--- src/rtl/core/svm_pkg.sv ---
`default_nettype none

package svm_pkg;

   localparam int ACTION_W = 2;
   localparam int ADDR_W   = 14;
   localparam int LEN_W    = 15;
   localparam int WORD_W   = 16;
   localparam int VOL_W    = 16;
   localparam int SLOT_W   = 3;
   localparam int DRIVE_W  = 16;

   localparam logic [ACTION_W-1:0] ACT_TICK  = 2'd0;
   localparam logic [ACTION_W-1:0] ACT_START = 2'd1;
   localparam logic [ACTION_W-1:0] ACT_WRITE = 2'd2;

   localparam logic [LEN_W-1:0]   LEN_MAX     = 15'd16384;
   localparam logic [DRIVE_W-1:0] DRIVE_UNITY = 16'd256;
   localparam logic [DRIVE_W-1:0] DRIVE_MULT  = 16'd200;
   localparam int DRIVE_FRAC = 40;
   localparam int OUT_SHIFT  = 22;
   localparam int SAT_MAX    = 32767;

   // multiplier digit count and the widest multiplicand of the drive curve
   localparam int MUL_BITS = 16;
   localparam int CFG_MW   = 49;

   typedef struct packed {
      logic start;
   } mul_ctl_type;

   typedef struct packed {
      logic busy;
      logic done;
   } mul_sts_type;

endpackage

`default_nettype wire

--- src/rtl/core/svm_sermul.sv ---
`default_nettype none

module svm_sermul
   import svm_pkg::*;
#(
   parameter int MW = 49
) (
   input  wire logic                             clock,
   input  wire logic                             reset,
   input  wire mul_ctl_type                      ctl,
   input  wire logic signed [MW-1:0]             mul_a,
   input  wire logic [MUL_BITS-1:0]              mul_b,
   output mul_sts_type                           sts,
   output logic signed [MW+MUL_BITS-1:0]         prod
);

   localparam int CW = $clog2(MUL_BITS + 1);

   logic signed [MW-1:0]   a_ff;
   logic signed [MW:0]     hi_ff, hi_in;
   logic [MUL_BITS-1:0]    lo_ff, lo_in;
   logic [CW-1:0]          cnt_ff, cnt_in;
   logic                   busy_ff, busy_in;
   logic                   done_ff, done_in;
   logic signed [MW:0]     sum;

   // one multiplier bit per cycle, LSB first; shift the partial product right
   always_comb begin
      sum     = lo_ff[0] ? (hi_ff + (MW+1)'(a_ff)) : hi_ff;
      hi_in   = hi_ff;
      lo_in   = lo_ff;
      cnt_in  = cnt_ff;
      busy_in = busy_ff;
      done_in = 1'b0;
      if (ctl.start) begin
         hi_in   = '0;
         lo_in   = mul_b;
         cnt_in  = CW'(MUL_BITS);
         busy_in = 1'b1;
      end else if (busy_ff) begin
         hi_in  = sum >>> 1;
         lo_in  = {sum[0], lo_ff[MUL_BITS-1:1]};
         cnt_in = cnt_ff - 1'b1;
         if (cnt_ff == CW'(1)) begin
            busy_in = 1'b0;
            done_in = 1'b1;
         end
      end
   end

   always_ff @(posedge clock) begin
      if (ctl.start) begin
         a_ff <= mul_a;
      end
      hi_ff <= hi_in;
      lo_ff <= lo_in;
      if (reset) begin
         cnt_ff  <= '0;
         busy_ff <= 1'b0;
         done_ff <= 1'b0;
      end else begin
         cnt_ff  <= cnt_in;
         busy_ff <= busy_in;
         done_ff <= done_in;
      end
   end

   assign sts.busy = busy_ff;
   assign sts.done = done_ff;
   assign prod     = {hi_ff[MW-1:0], lo_ff};

endmodule

`default_nettype wire
--- config.mk ---
export PLATFORM = sky130hd
export DESIGN_NAME = svm_sermul
export DESIGN_NICKNAME = d
export VERILOG_FILES = /design/src/rtl/core/svm_pkg.sv /design/src/rtl/core/svm_sermul.sv
export SDC_FILE = /design/constraint.sdc
export NUM_CORES = 1
export LEC_CHECK = 0
export ABC_AREA = 1
export BUFFER_PORTS_ARGS = -buffer_cell sky130_fd_sc_hd__buf_2
export CAP_MARGIN = 25
export CELL_PAD_IN_SITES_DETAIL_PLACEMENT = 1
export CELL_PAD_IN_SITES_GLOBAL_PLACEMENT = 1
export CORE_MARGIN = 2
export CORE_UTILIZATION = 44
export DETAILED_ROUTE_END_ITERATION = 16
export MAX_ROUTING_LAYER = met4
export PLACE_DENSITY = 0.95
export SYNTH_ARGS = -nofsm -noshare
export SYNTH_HDL_FRONTEND = slang
export SYNTH_SLANG_ARGS = --single-unit
--- constraint.sdc ---
create_clock -name clock -period 5.38 [get_ports clock]
set_input_delay 1.345 -clock clock [delete_from_list [all_inputs] [get_ports clock]]
set_output_delay 1.345 -clock clock [all_outputs]
set_load 0.01 [all_outputs]
==> qor.csv, run 1 <==
metric,value,unit
outcome,"finished, final reports clean",
cp.required,5.70,ns
switchingPower,1.168,mW
fmax,321.9,MHz
synth-edff-count,65,
min_from,hi_ff[42]$_SDFFE_PP0P_,
die_y,147.5,µm
fin_total_pwr,3.224,mW
grt_setup_unrepaired,false,
clock-sinks,121,
relSlewSlack,38.66,%
num_io_pins,135,
via_count,9449,
grt_max_degree,64,
synth_area_leaders,"nand2_1 (22%), edfxtp_1 (22%), dfxtp_1 (12%), inv_1 (11%), ha_1 (7.0%)",
cp_slowest_stage_delay,0.68,ns
io_buffers,134,
seq_area,3073,µm²
p_int,2.057,mW
cts_made_buffers,17,
grt_use_met1,40.63,%
synth_top_family_by_area,simple AND/OR/NAND/NOR gates,
top_usage_layer,met2,
worst_r2r_endpoint,hi_ff[35]$_SDFFE_PP0P_,
die_w,147.5,µm
synth_adder_area_share,7.263,%
grt_usage,32.16,%
drt-vias-per-instance,5.147,
crit_path_start_kind,input port,
setup_viol,0,
end_kind,flop,
placementRows,52,
synth_largest_area_cell,nand2_1,
synthTopCellsByCount,"nand2_1 (527), inv_1 (262), nor2_1 (118)",
drv_cap,0,
use_met2,53.30,%
globalplace.congestion,0.9453,
postCtsHoldBufs,0,
synth_cell_types,39,
synth_compound_area_share,7.567,%
synth-simple-area-share,36.91,%
synth_top_area_share,21.83,%
syn_area_per_cell,6.390,µm²
grt_pass1_wl,52.66,mm
path_cells,"buf_2, nor2_1, buf_4, inv_1, buf_4, nor2_1, nand2_1, nand2_1",
cts_setup_buffers,0,
layout-area-overhead-vs-synth,17.55,%
cp_max_fo,24,
p_leak,5.795,nW
switching_share,36.21,%
drc,0,
synth_top_flop_cell,edfxtp_1,
syn_inst,1418,
start_util,44.78,%
drive_gt1_share,15.96,%
hold_path_class,reg2reg,
h-tree-depth,4,
min_period_over_period,57.74,%
post-synth-top-count-cell,nand2_1,
whs_endpoint,hi_ff[42]$_SDFFE_PP0P_,
synth_xor_area_share,1.643,%
worst_pin_slew,0.9191,ns
multiInputGateArea,4840,µm²
p_per_area,302.7,nW/µm²
global_route.usage.met3,5.432,%
hold_depth,2,
crit_slowest_cell,inv_1,
p_seq_share,34.8,%
fin_crit,3.106,ns
pwr-share-comb,26.7,%
hpwl,26.04,mm
synth_nets,1538,
yosysWarnings,0,
synth_seq_cells,121,
grt_pass1_vias,9958,
peakVddDrop,0.0001839,V
drtPass1Iterations,5,
cts-root-buf,clkbuf_16,
coreArea,20230,µm²
rr_startpoint,hi_ff[0]$_SDFFE_PP0P_,
r2r_slack,2.74,ns
syn_area,9061,µm²
clock_latency,0.44,ns
yosysSeqAreaShare,33.91,%
synth.area.mux_share,0,%
totalWireLength,33.52,mm
cts_resized,0,
finalSetupTns,0,ns
nFillCells,2779,
cts_tree,built,
dr.first_iter.drc_count,412,
slew_viol_final,0,
final_antenna_net_count,0,
fin_worst_skew,0.01273,ns
wire_per_inst,18.26,µm
antenna_cells,0,
cts.clk_slew.worst_paths,0.06,ns
postSynth.asyncResetShare,0,%
grt_antenna_before_repair,0,
hold_viol,0,
reg2reg_depth,14,
crit_type,in2reg,
cts.path.max_buffers,2,
cp.arrival,3.43,ns
finish.net_count,1673,
pwr-share-clk,38.4,%
die_area,21760,µm²
grt_remaining_overflow,0,
cell usage in the layout, fill, tap and decap left out, types with 24 or more instances in the layout:
cell type,n
dfxtp_1,56
a21oi_1,60
nor2_1,117
edfxtp_1,65
o21ai_0,44
inv_1,262
nand2_2,26
nand3_1,61
nor2_2,24
ha_1,51
buf_2,134
nand2_1,527
per-stage QoR:
step	util (%)	instance area, µm²	worst slack (ns)	hold slack, ns	cells
global route	52.64	10650	2.190	0.5093	1836
global placement	49.47	10010	1.909	0.4585	1803
CTS	52.64	10650	2.305	0.4932	1836
floorplan	-	9061	2.878	0.4422	1418
finish	52.64	10650	2.274	0.4940	1836
detailed placement	49.60	10040	1.880	0.4816	1804
routing by layer:
| layer | share of wire, % | vias up |
|---|---|---|
| met4 | 2.1 | 0 |
| li1 | - | 4623 |
| met3 | 5.2 | 52 |
| met2 | 48 | 244 |
| met5 | 0 | - |
| met1 | 44 | 4530 |
cells by family after synthesis:
logic type,count (synthesis)
adder cells (fa/ha/maj),52
AO/OA/AOI/OAI,130
AND/OR/NAND/NOR,796
XOR/XNOR,17
flip-flops,121
buffers and inverters,302
worst max-delay path by stage:
stage,startpoint,endpoint,slack (ns)
2_1_floorplan,ctl,lo_ff[0]$_DFFE_PP_,2.88
3_3_place_gp,ctl,hi_ff[5]$_SDFFE_PP0P_,1.91
3_5_place_dp,ctl,hi_ff[39]$_SDFFE_PP0P_,1.88
4_1_cts,ctl,hi_ff[33]$_SDFFE_PP0P_,2.30
5_1_grt,ctl,hi_ff[39]$_SDFFE_PP0P_,2.19
6_report,ctl,hi_ff[33]$_SDFFE_PP0P_,2.27
critical path: cells and delay by family:
family,cells,cell delay [ns]
buffers and inverters,4,1.72
and+or+nand+nor,4,0.30
sequential cells by signal, summed over array words and instances, names as in the netlist:
signal,cells
a_ff,49
busy_ff,1
cnt_ff,5
done_ff,1
hi_ff,49
lo_ff,16
power by group through the flow:
stage	clock [mW]	sequential, mW	combinational, mW
floorplan	0	1.14	0.536
global placement	0	1.14	0.797
detailed placement	0	1.14	0.840
CTS	1.24	1.12	0.856
global route	1.28	1.13	0.953
finish	1.24	1.12	0.862
layout make-up:
cell class                      instances  share of cell area [%]
Multi-Input combinational cell        995                   45.44
Sequential cell                       121                   28.85
Inverter                              276                   9.726
Timing Repair Buffer                  142                   7.048
Clock buffer                           19                   4.264
Tap cell                              270                   3.172
Clock inverter                         13                   1.504
Note: power is estimated with default switching activity, not from simulation.
==> run 2, diff against run 1 <==
Settings changed: CORE_UTILIZATION 44 to 41, PLACE_DENSITY 0.95 to 0.91.
Clock period 5.38 ns to 3.2 ns, I/O delays scaled along.
==> run 2 against run 1 <==
Effect of this change: wire length increased by 0.16%; first-iteration DRC count rose by 26%; highest routed layer unchanged; sequential cell count unchanged; die area grew 7.1%.
==> qor.csv, run 2 (synthesis gave the netlist of run 1 again) <==
metric,value,unit,change
grt_remaining_overflow,0,,unchanged
postPlaceCellArea,10050,µm²,was 10040 µm²
cp.required,3.53,ns,was 5.70 ns
outcome,"finished, final reports clean",,unchanged
postCtsHoldBufs,0,,unchanged
drive_gt1_share,16.02,%,was 15.96%
grt_usage,30.08,%,was 32.16%
drv_cap,0,,unchanged
die_area,23310,µm²,was 21760 µm²
cts.path.max_buffers,2,,unchanged
cts_resized,0,,unchanged
coreArea,21760,µm²,was 20230 µm²
cts_made_buffers,17,,unchanged
p_per_area,502.1,nW/µm²,was 302.7 nW/µm²
wire_per_inst,18.18,µm,was 18.26 µm
min_period_over_period,82.83,%,
grt_pass1_vias,10092,,was 9958
rr_startpoint,hi_ff[0]$_SDFFE_PP0P_,,unchanged
p_leak,5.783,nW,was 5.795 nW
clock_latency,0.44,ns,about the same
die_w,152.7,µm,was 147.5 µm
startpoint,hi_ff[0]$_SDFFE_PP0P_,,was ctl
h-tree-depth,4,,unchanged
fin_crit,2.651,ns,
setup_viol,0,,unchanged
finalSetupTns,0,ns,unchanged
grt_max_degree,44,,was 64
end_kind,flop,,unchanged
cp.arrival,2.98,ns,was 3.43 ns
final_antenna_net_count,0,,unchanged
drt-vias-per-instance,5.155,,was 5.147
fin_worst_skew,0.01387,ns,was 0.01273 ns
via_count,9522,,was 9449
die_y,152.7,µm,was 147.5 µm
antenna_cells,0,,unchanged
crit_type,reg2reg,,was in2reg
cts.clk_slew.worst_paths,0.07,ns,was 0.06 ns
finish.instance_area,10630,µm²,was 10650 µm²
worst_r2r_endpoint,hi_ff[39]$_SDFFE_PP0P_,,was hi_ff[35]$_SDFFE_PP0P_
worst_pin_slew,0.7651,ns,was 0.9191 ns
io_buffers,134,,unchanged
grt_pass1_wl,53.25,mm,was 52.66 mm
drtPass1Iterations,5,,unchanged
peakVddDrop,0.0002933,V,was 0.0001839 V
globalplace.congestion,0.9607,,was 0.9453
cpMostUsedCell,nand2_1,,
dr.first_iter.drc_count,519,,was 412
crit_path_start_kind,flop,,was input port
reg2reg_depth,15,,was 14
cp-endpoint,hi_ff[39]$_SDFFE_PP0P_,,was hi_ff[33]$_SDFFE_PP0P_
cts-root-buf,clkbuf_16,,unchanged
grt_setup_unrepaired,false,,unchanged
nFillCells,3005,,was 2779
cts_setup_buffers,0,,unchanged
layout-area-overhead-vs-synth,17.30,%,was 17.55%
slew_viol_final,0,,unchanged
fmax,377.3,MHz,
drc,0,,unchanged
relSlewSlack,49.00,%,was 38.66%
path_cells,"ha_1, inv_1, fa_1, inv_1, nand2_1, nand2_1, nand3_1, nand2_2, nand2_1, nand3b_1, nand2_1, nand3_1, nand3_1, nand2_1, nand2_1",,"was buf_2, nor2_1, buf_4, inv_1, buf_4, nor2_1, nand2_1, nand2_1"
start_util,41.65,%,was 44.78%
crit_slowest_cell,dfxtp_1,,was inv_1
layout_common_cells,"nand2_1 (527), inv_1 (262), buf_2 (134), nor2_1 (117), edfxtp_1 (65)",,unchanged
hpwl,26.08,mm,was 26.04 mm
clock-sinks,121,,unchanged
hold_viol,0,,unchanged
reg_top3,"a_ff: 49 flops, hi_ff: 49 flops, lo_ff: 16 flops",,unchanged
cts_tree,built,,unchanged
mostFrequentLayoutCell,nand2_1,,unchanged
finish.net_count,1674,,was 1673
r2r_slack,0.55,ns,was 2.74 ns
num_io_pins,135,,unchanged
cp_slowest_stage_delay,0.40,ns,was 0.68 ns
grt_antenna_before_repair,0,,unchanged
hold_path_class,reg2reg,,unchanged
cp_max_fo,4,,was 24
placementRows,54,,was 52
totalWireLength,33.57,mm,was 33.52 mm
==> run 2: critical path: cells and delay by family, from the launching register on <==
kind                     cells  cell delay [ns]
flip-flops                   1             0.40
adder cells (fa/ha/maj)      2             0.69
AND/OR/NAND/NOR             11             1.23
buffers and inverters        2             0.23
==> run 2: per-stage QoR <==
stage / total power [mW] / cells / utilization [%] / hold WS, ns / setup slack [ns]
finish: 5.337 / 1847 / 48.86 / 0.4901 / 0.5495
CTS: 5.336 / 1847 / 48.86 / 0.4940 / 0.5930
global route: 5.581 / 1847 / 48.86 / 0.5234 / 0.4229
global placement: 3.273 / 1815 / 46.19 / 0.4574 / 0.7232
detailed placement: 3.327 / 1815 / 46.19 / 0.4823 / 0.6367
floorplan: 2.814 / 1418 / - / 0.4422 / 1.243
==> run 2: worst min-delay path by stage <==
| stage | from | end | slack, ns | cells after the start |
|---|---|---|---|---|
| 6_report | hi_ff[42]$_SDFFE_PP0P_ | hi_ff[42]$_SDFFE_PP0P_ | 0.49 | 2 |
| 5_1_grt | mul_a[6] | a_ff[6]$_DFFE_PP_ | 0.52 | 1 |
| 4_1_cts | hi_ff[42]$_SDFFE_PP0P_ | hi_ff[42]$_SDFFE_PP0P_ | 0.49 | 2 |
| 3_5_place_dp | hi_ff[42]$_SDFFE_PP0P_ | hi_ff[42]$_SDFFE_PP0P_ | 0.48 | 2 |
| 3_3_place_gp | cnt_ff[4]$_SDFFE_PP0P_ | cnt_ff[4]$_SDFFE_PP0P_ | 0.46 | 2 |
| 2_1_floorplan | cnt_ff[4]$_SDFFE_PP0P_ | cnt_ff[4]$_SDFFE_PP0P_ | 0.44 | 2 |
==> run 2: routing by layer <==
layer / track usage, % / routed length, µm / up-vias
met5: - / 0 / -
met2: 47.09 / 15070 / 292
met4: 9.568 / 829 / 0
met1: 39.72 / 15560 / 4536
li1: - / - / 4635
met3: 5.233 / 2116 / 59
==> run 2: layout make-up <==
cell class | instances | area, µm² | share of cell area [%]
Multi-Input combinational cell | 995 | 4840 | 45.53
Sequential cell | 121 | 3073 | 28.91
Inverter | 276 | 1036 | 9.747
Timing Repair Buffer | 143 | 750.7 | 7.063
Clock buffer | 17 | 425.4 | 4.002
Tap cell | 280 | 350.3 | 3.296
Clock inverter | 15 | 153.9 | 1.448
==> run 2: where the power goes <==
part           switching, mW  total (mW)  internal [mW]
clock                  0.908        2.01           1.10
sequential            0.0987        1.88           1.78
combinational          0.994        1.45          0.457
==> run 3, diff against run 2 <==
Settings changed: ABC_AREA 1 to 0, CORE_UTILIZATION 41 to 43, PLACE_DENSITY 0.91 to 0.89.
Clock period 3.2 ns to 2.7 ns, I/O delays scaled along.
==> run 3 against run 2 <==
Effect of this change: the flow now finishes with violations (setup timing); clock skew is 0.0033 ns lower; design area decreased by 4.3%; clock-buffer cell count unchanged; setup slack got worse by 0.92 ns; first-iteration DRC count shrank 1.7%; largest power group is now combinational logic; highest routed layer unchanged.
==> qor.csv, run 3 <==
metric,value,unit,change
outcome,"complete, but fails checks",,"was finished, final reports clean"
violations,setup timing,,
r2r_slack,-0.37,ns,was 0.55 ns
crit_path_start_kind,flop,,unchanged
synthTopCellsByCount,"nor2_1 (83), a21oi_1 (68), edfxtp_1 (65)",,"was nand2_1 (527), inv_1 (262), nor2_1 (118)"
seq_area,3078,µm²,was 3073 µm²
reg_top3,"a_ff: 49 flops, hi_ff: 49 flops, lo_ff: 16 flops",,unchanged
mostFrequentLayoutCell,buf_2,,was nand2_1
relSlewSlack,49.21,%,was 49.00%
drv_cap,0,,unchanged
h-tree-depth,4,,unchanged
totalWireLength,28.23,mm,was 33.57 mm
layout_common_cells,"buf_2 (133), buf_4 (117), nor2_1 (79), edfxtp_1 (65), a21oi_1 (57)",,"was nand2_1 (527), inv_1 (262), buf_2 (134), nor2_1 (117), edfxtp_1 (65)"
yosysSeqAreaShare,41.73,%,was 33.91%
cts-root-buf,clkbuf_16,,unchanged
cp_slowest_stage_delay,0.38,ns,was 0.40 ns
cp.arrival,3.42,ns,was 2.98 ns
startpoint,a_ff[0]$_DFFE_PP_,,was hi_ff[0]$_SDFFE_PP0P_
synth_largest_area_cell,edfxtp_1,,was nand2_1
synth_cell_types,74,,was 39
synth_top_flop_cell,edfxtp_1,,unchanged
grt_max_degree,68,,was 44
antenna_cells,0,,unchanged
postSynth.asyncResetShare,0,%,unchanged
fin_worst_skew,0.01057,ns,was 0.01387 ns
drtPass1Iterations,5,,unchanged
die_w,134.9,µm,was 152.7 µm
grt_remaining_overflow,0,,unchanged
reg2reg_depth,14,,was 15
synth_nets,874,,was 1538
fmax,326.2,MHz,was 377.3 MHz
hold_depth,1,,was 2
synth_seq_cells,121,,unchanged
p_per_area,671.7,nW/µm²,was 502.1 nW/µm²
fin_crit,3.066,ns,was 2.651 ns
pre_cts_ws,-0.3686,ns,was 0.6367 ns
clock_latency,0.44,ns,about the same
p_leak,4.515,nW,was 5.783 nW
crit_buf_inv,3,,was 2
grt_antenna_before_repair,0,,unchanged
drive_gt1_share,40.56,%,was 16.02%
final_core_util,61.12,%,was 48.86%
finish.net_count,1108,,was 1674
postPlaceCellArea,8929,µm²,was 10050 µm²
slew_viol_final,0,,unchanged
crit_slowest_cell,edfxtp_1,,was dfxtp_1
yosysWarnings,0,,unchanged
synth_area_leaders,"edfxtp_1 (27%), dfxtp_1 (15%), ha_1 (8.7%), a21oi_1 (4.6%), mux2i_1 (4.5%)",,"was nand2_1 (22%), edfxtp_1 (22%), dfxtp_1 (12%), inv_1 (11%), ha_1 (7.0%)"
path_cells,"ha_4, inv_2, fa_2, nor2b_4, o2111ai_4, a211oi_4, buf_6, a211oi_4, a21oi_2, buf_4, a21oi_4, xnor2_2, mux2i_1, a211oi_2",,"was ha_1, inv_1, fa_1, inv_1, nand2_1, nand2_1, nand3_1, nand2_2, nand2_1, nand3b_1, nand2_1, nand3_1, nand3_1, nand2_1, nand2_1"
cts_tree,built,,unchanged
syn_inst,754,,was 1418
min_period_over_period,113.5,%,was 82.83%
postCtsHoldBufs,0,,unchanged
whs_endpoint,a_ff[7]$_DFFE_PP_,,was hi_ff[42]$_SDFFE_PP0P_
fin_ws,-0.3656,ns,was 0.5495 ns
nFillCells,1829,,was 3005
drc,0,,unchanged
syn_area_per_cell,9.766,µm²,was 6.390 µm²
cpMostUsedCell,a211oi_4,,was nand2_1
placementRows,47,,was 54
crit_family,compound AO/OA/AOI/OAI gates,,was simple AND/OR/NAND/NOR gates
layout-area-overhead-vs-synth,38.15,%,was 17.30%
coreArea,16640,µm²,was 21760 µm²
cts.clk_slew.worst_paths,0.07,ns,about the same
via_count,7337,,was 9522
dr.first_iter.drc_count,510,,was 519
grt_setup_unrepaired,true,,was false
num_io_pins,135,,unchanged
peakVddDrop,0.0005012,V,was 0.0002933 V
start_util,44.24,%,was 41.65%
hpwl,17.35,mm,was 26.08 mm
die_area,18190,µm²,was 23310 µm²
post-synth-top-count-cell,nor2_1,,was nand2_1
finish.instance_area,10170,µm²,was 10630 µm²
synth-edff-count,65,,unchanged
grt_pass1_wl,39.71,mm,was 53.25 mm
crit_type,reg2reg,,unchanged
min_from,mul_a[7],,was hi_ff[42]$_SDFFE_PP0P_
final_antenna_net_count,0,,unchanged
cp.required,3.05,ns,was 3.53 ns
worst_pin_slew,0.7619,ns,was 0.7651 ns
multiInputGateArea,4567,µm²,was 4840 µm²
hold_path_class,in2reg,,was reg2reg
rr_startpoint,a_ff[0]$_DFFE_PP_,,was hi_ff[0]$_SDFFE_PP0P_
die_y,134.9,µm,was 152.7 µm
hold_viol,0,,unchanged
globalplace.congestion,0.8837,,was 0.9607
setup_viol,35,,was 0
grt_pass1_vias,7458,,was 10092
end_kind,flop,,unchanged
dp_cells,1172,,was 1815
io_buffers,134,,unchanged
synth_top_area_share,26.51,%,was 21.83%
clock-sinks,121,,unchanged
worst_r2r_endpoint,hi_ff[33]$_SDFFE_PP0P_,,was hi_ff[39]$_SDFFE_PP0P_
drt-vias-per-instance,6.009,,was 5.155
cp_max_fo,3,,was 4
cts_made_buffers,17,,unchanged
grt_usage,28.99,%,was 30.08%
wire_per_inst,23.12,µm,was 18.18 µm
cts.path.max_buffers,2,,unchanged
syn_area,7363,µm²,was 9061 µm²
post_layout_nonfiller_instances,1221,,was 1847
## run 3: kinds of logic (layout without fill, tap and decap cells)
kind of cell | count (synthesis) | count (layout) | synth area share, %
AOI/OAI and AO/OA | 229 | 229 | 21.07
and+or+nand+nor | 198 | 198 | 12.42
DFF | 121 | 121 | 41.73
buffers and inverters | 62 | 309 | 3.823
adders and majority gates | 52 | 52 | 8.938
muxes | 48 | 48 | 6.780
xor gates and xnor gates | 44 | 44 | 5.234
## run 3: power breakdown
part	total [mW]	switching, mW	leakage, nW	internal (mW)
Combinational	2.30	1.31	3.14	0.988
Clock	2.28	0.999	0.276	1.28
Sequential	2.25	0.133	1.10	2.12
Total	6.83	2.44	4.51	4.39
## run 3: stage by stage
step / power [mW] / hold WS [ns] / setup TNS [ns]
2_1_floorplan: 3.401 / 0.4686 / -0.003493
3_3_place_gp: 4.063 / 0.4868 / -1.491
3_5_place_dp: 4.173 / 0.5247 / -5.128
4_1_cts: 6.558 / 0.3968 / -2.846
5_1_grt: 7.080 / 0.3942 / -9.697
6_report: 6.833 / 0.4027 / -5.954
## run 3: worst max path at each step
stage | end | cells after the start | slack [ns]
floorplan | hi_ff[45]$_SDFFE_PP0P_ | 12 | -0.002
global placement | hi_ff[47]$_SDFFE_PP0P_ | 11 | -0.17
detailed placement | hi_ff[25]$_SDFFE_PP0P_ | 13 | -0.37
CTS | hi_ff[47]$_SDFFE_PP0P_ | 11 | -0.26
global route | hi_ff[33]$_SDFFE_PP0P_ | 14 | -0.49
finish | hi_ff[33]$_SDFFE_PP0P_ | 14 | -0.37
## run 3: layer usage
metal  vias to the layer above  global-route usage (%)  routed length, µm
li1                       3287                       -                  -
met1                      3619                   32.26              10970
met2                       310                   51.58              14500
met3                       121                   4.429               1358
met4                         0                   12.34               1404
met5                         -                       -                  0
## run 3: worst reg2reg max path: stages (launching register included)
cell and delay, ns:
edfxtp_1 0.38, ha_4 0.16, inv_2 0.04, fa_2 0.37
nor2b_4 0.17, o2111ai_4 0.17, a211oi_4 0.39, buf_6 0.16
a211oi_4 0.07, a21oi_2 0.28, buf_4 0.19, a21oi_4 0.06
xnor2_2 0.16, mux2i_1 0.12, a211oi_2 0.27
## run 3: layout make-up
cell class / count / area share, %
inverters: 23 / 0.8487
multi-input cells: 571 / 44.90
well taps: 220 / 2.706
clock inverters: 15 / 1.402
flip-flops and latches: 121 / 30.26
clock buffers: 17 / 4.182
repair buffers: 254 / 15.71
## run 3: repair_timing
item / 4_1_cts / 5_1_grt
hold endpoints to repair: 0 / 0
setup endpoints to repair: 36 / 39
buffers inserted: 6 / 12
pin swaps: 25 / 49
resized for setup: 44 / 65
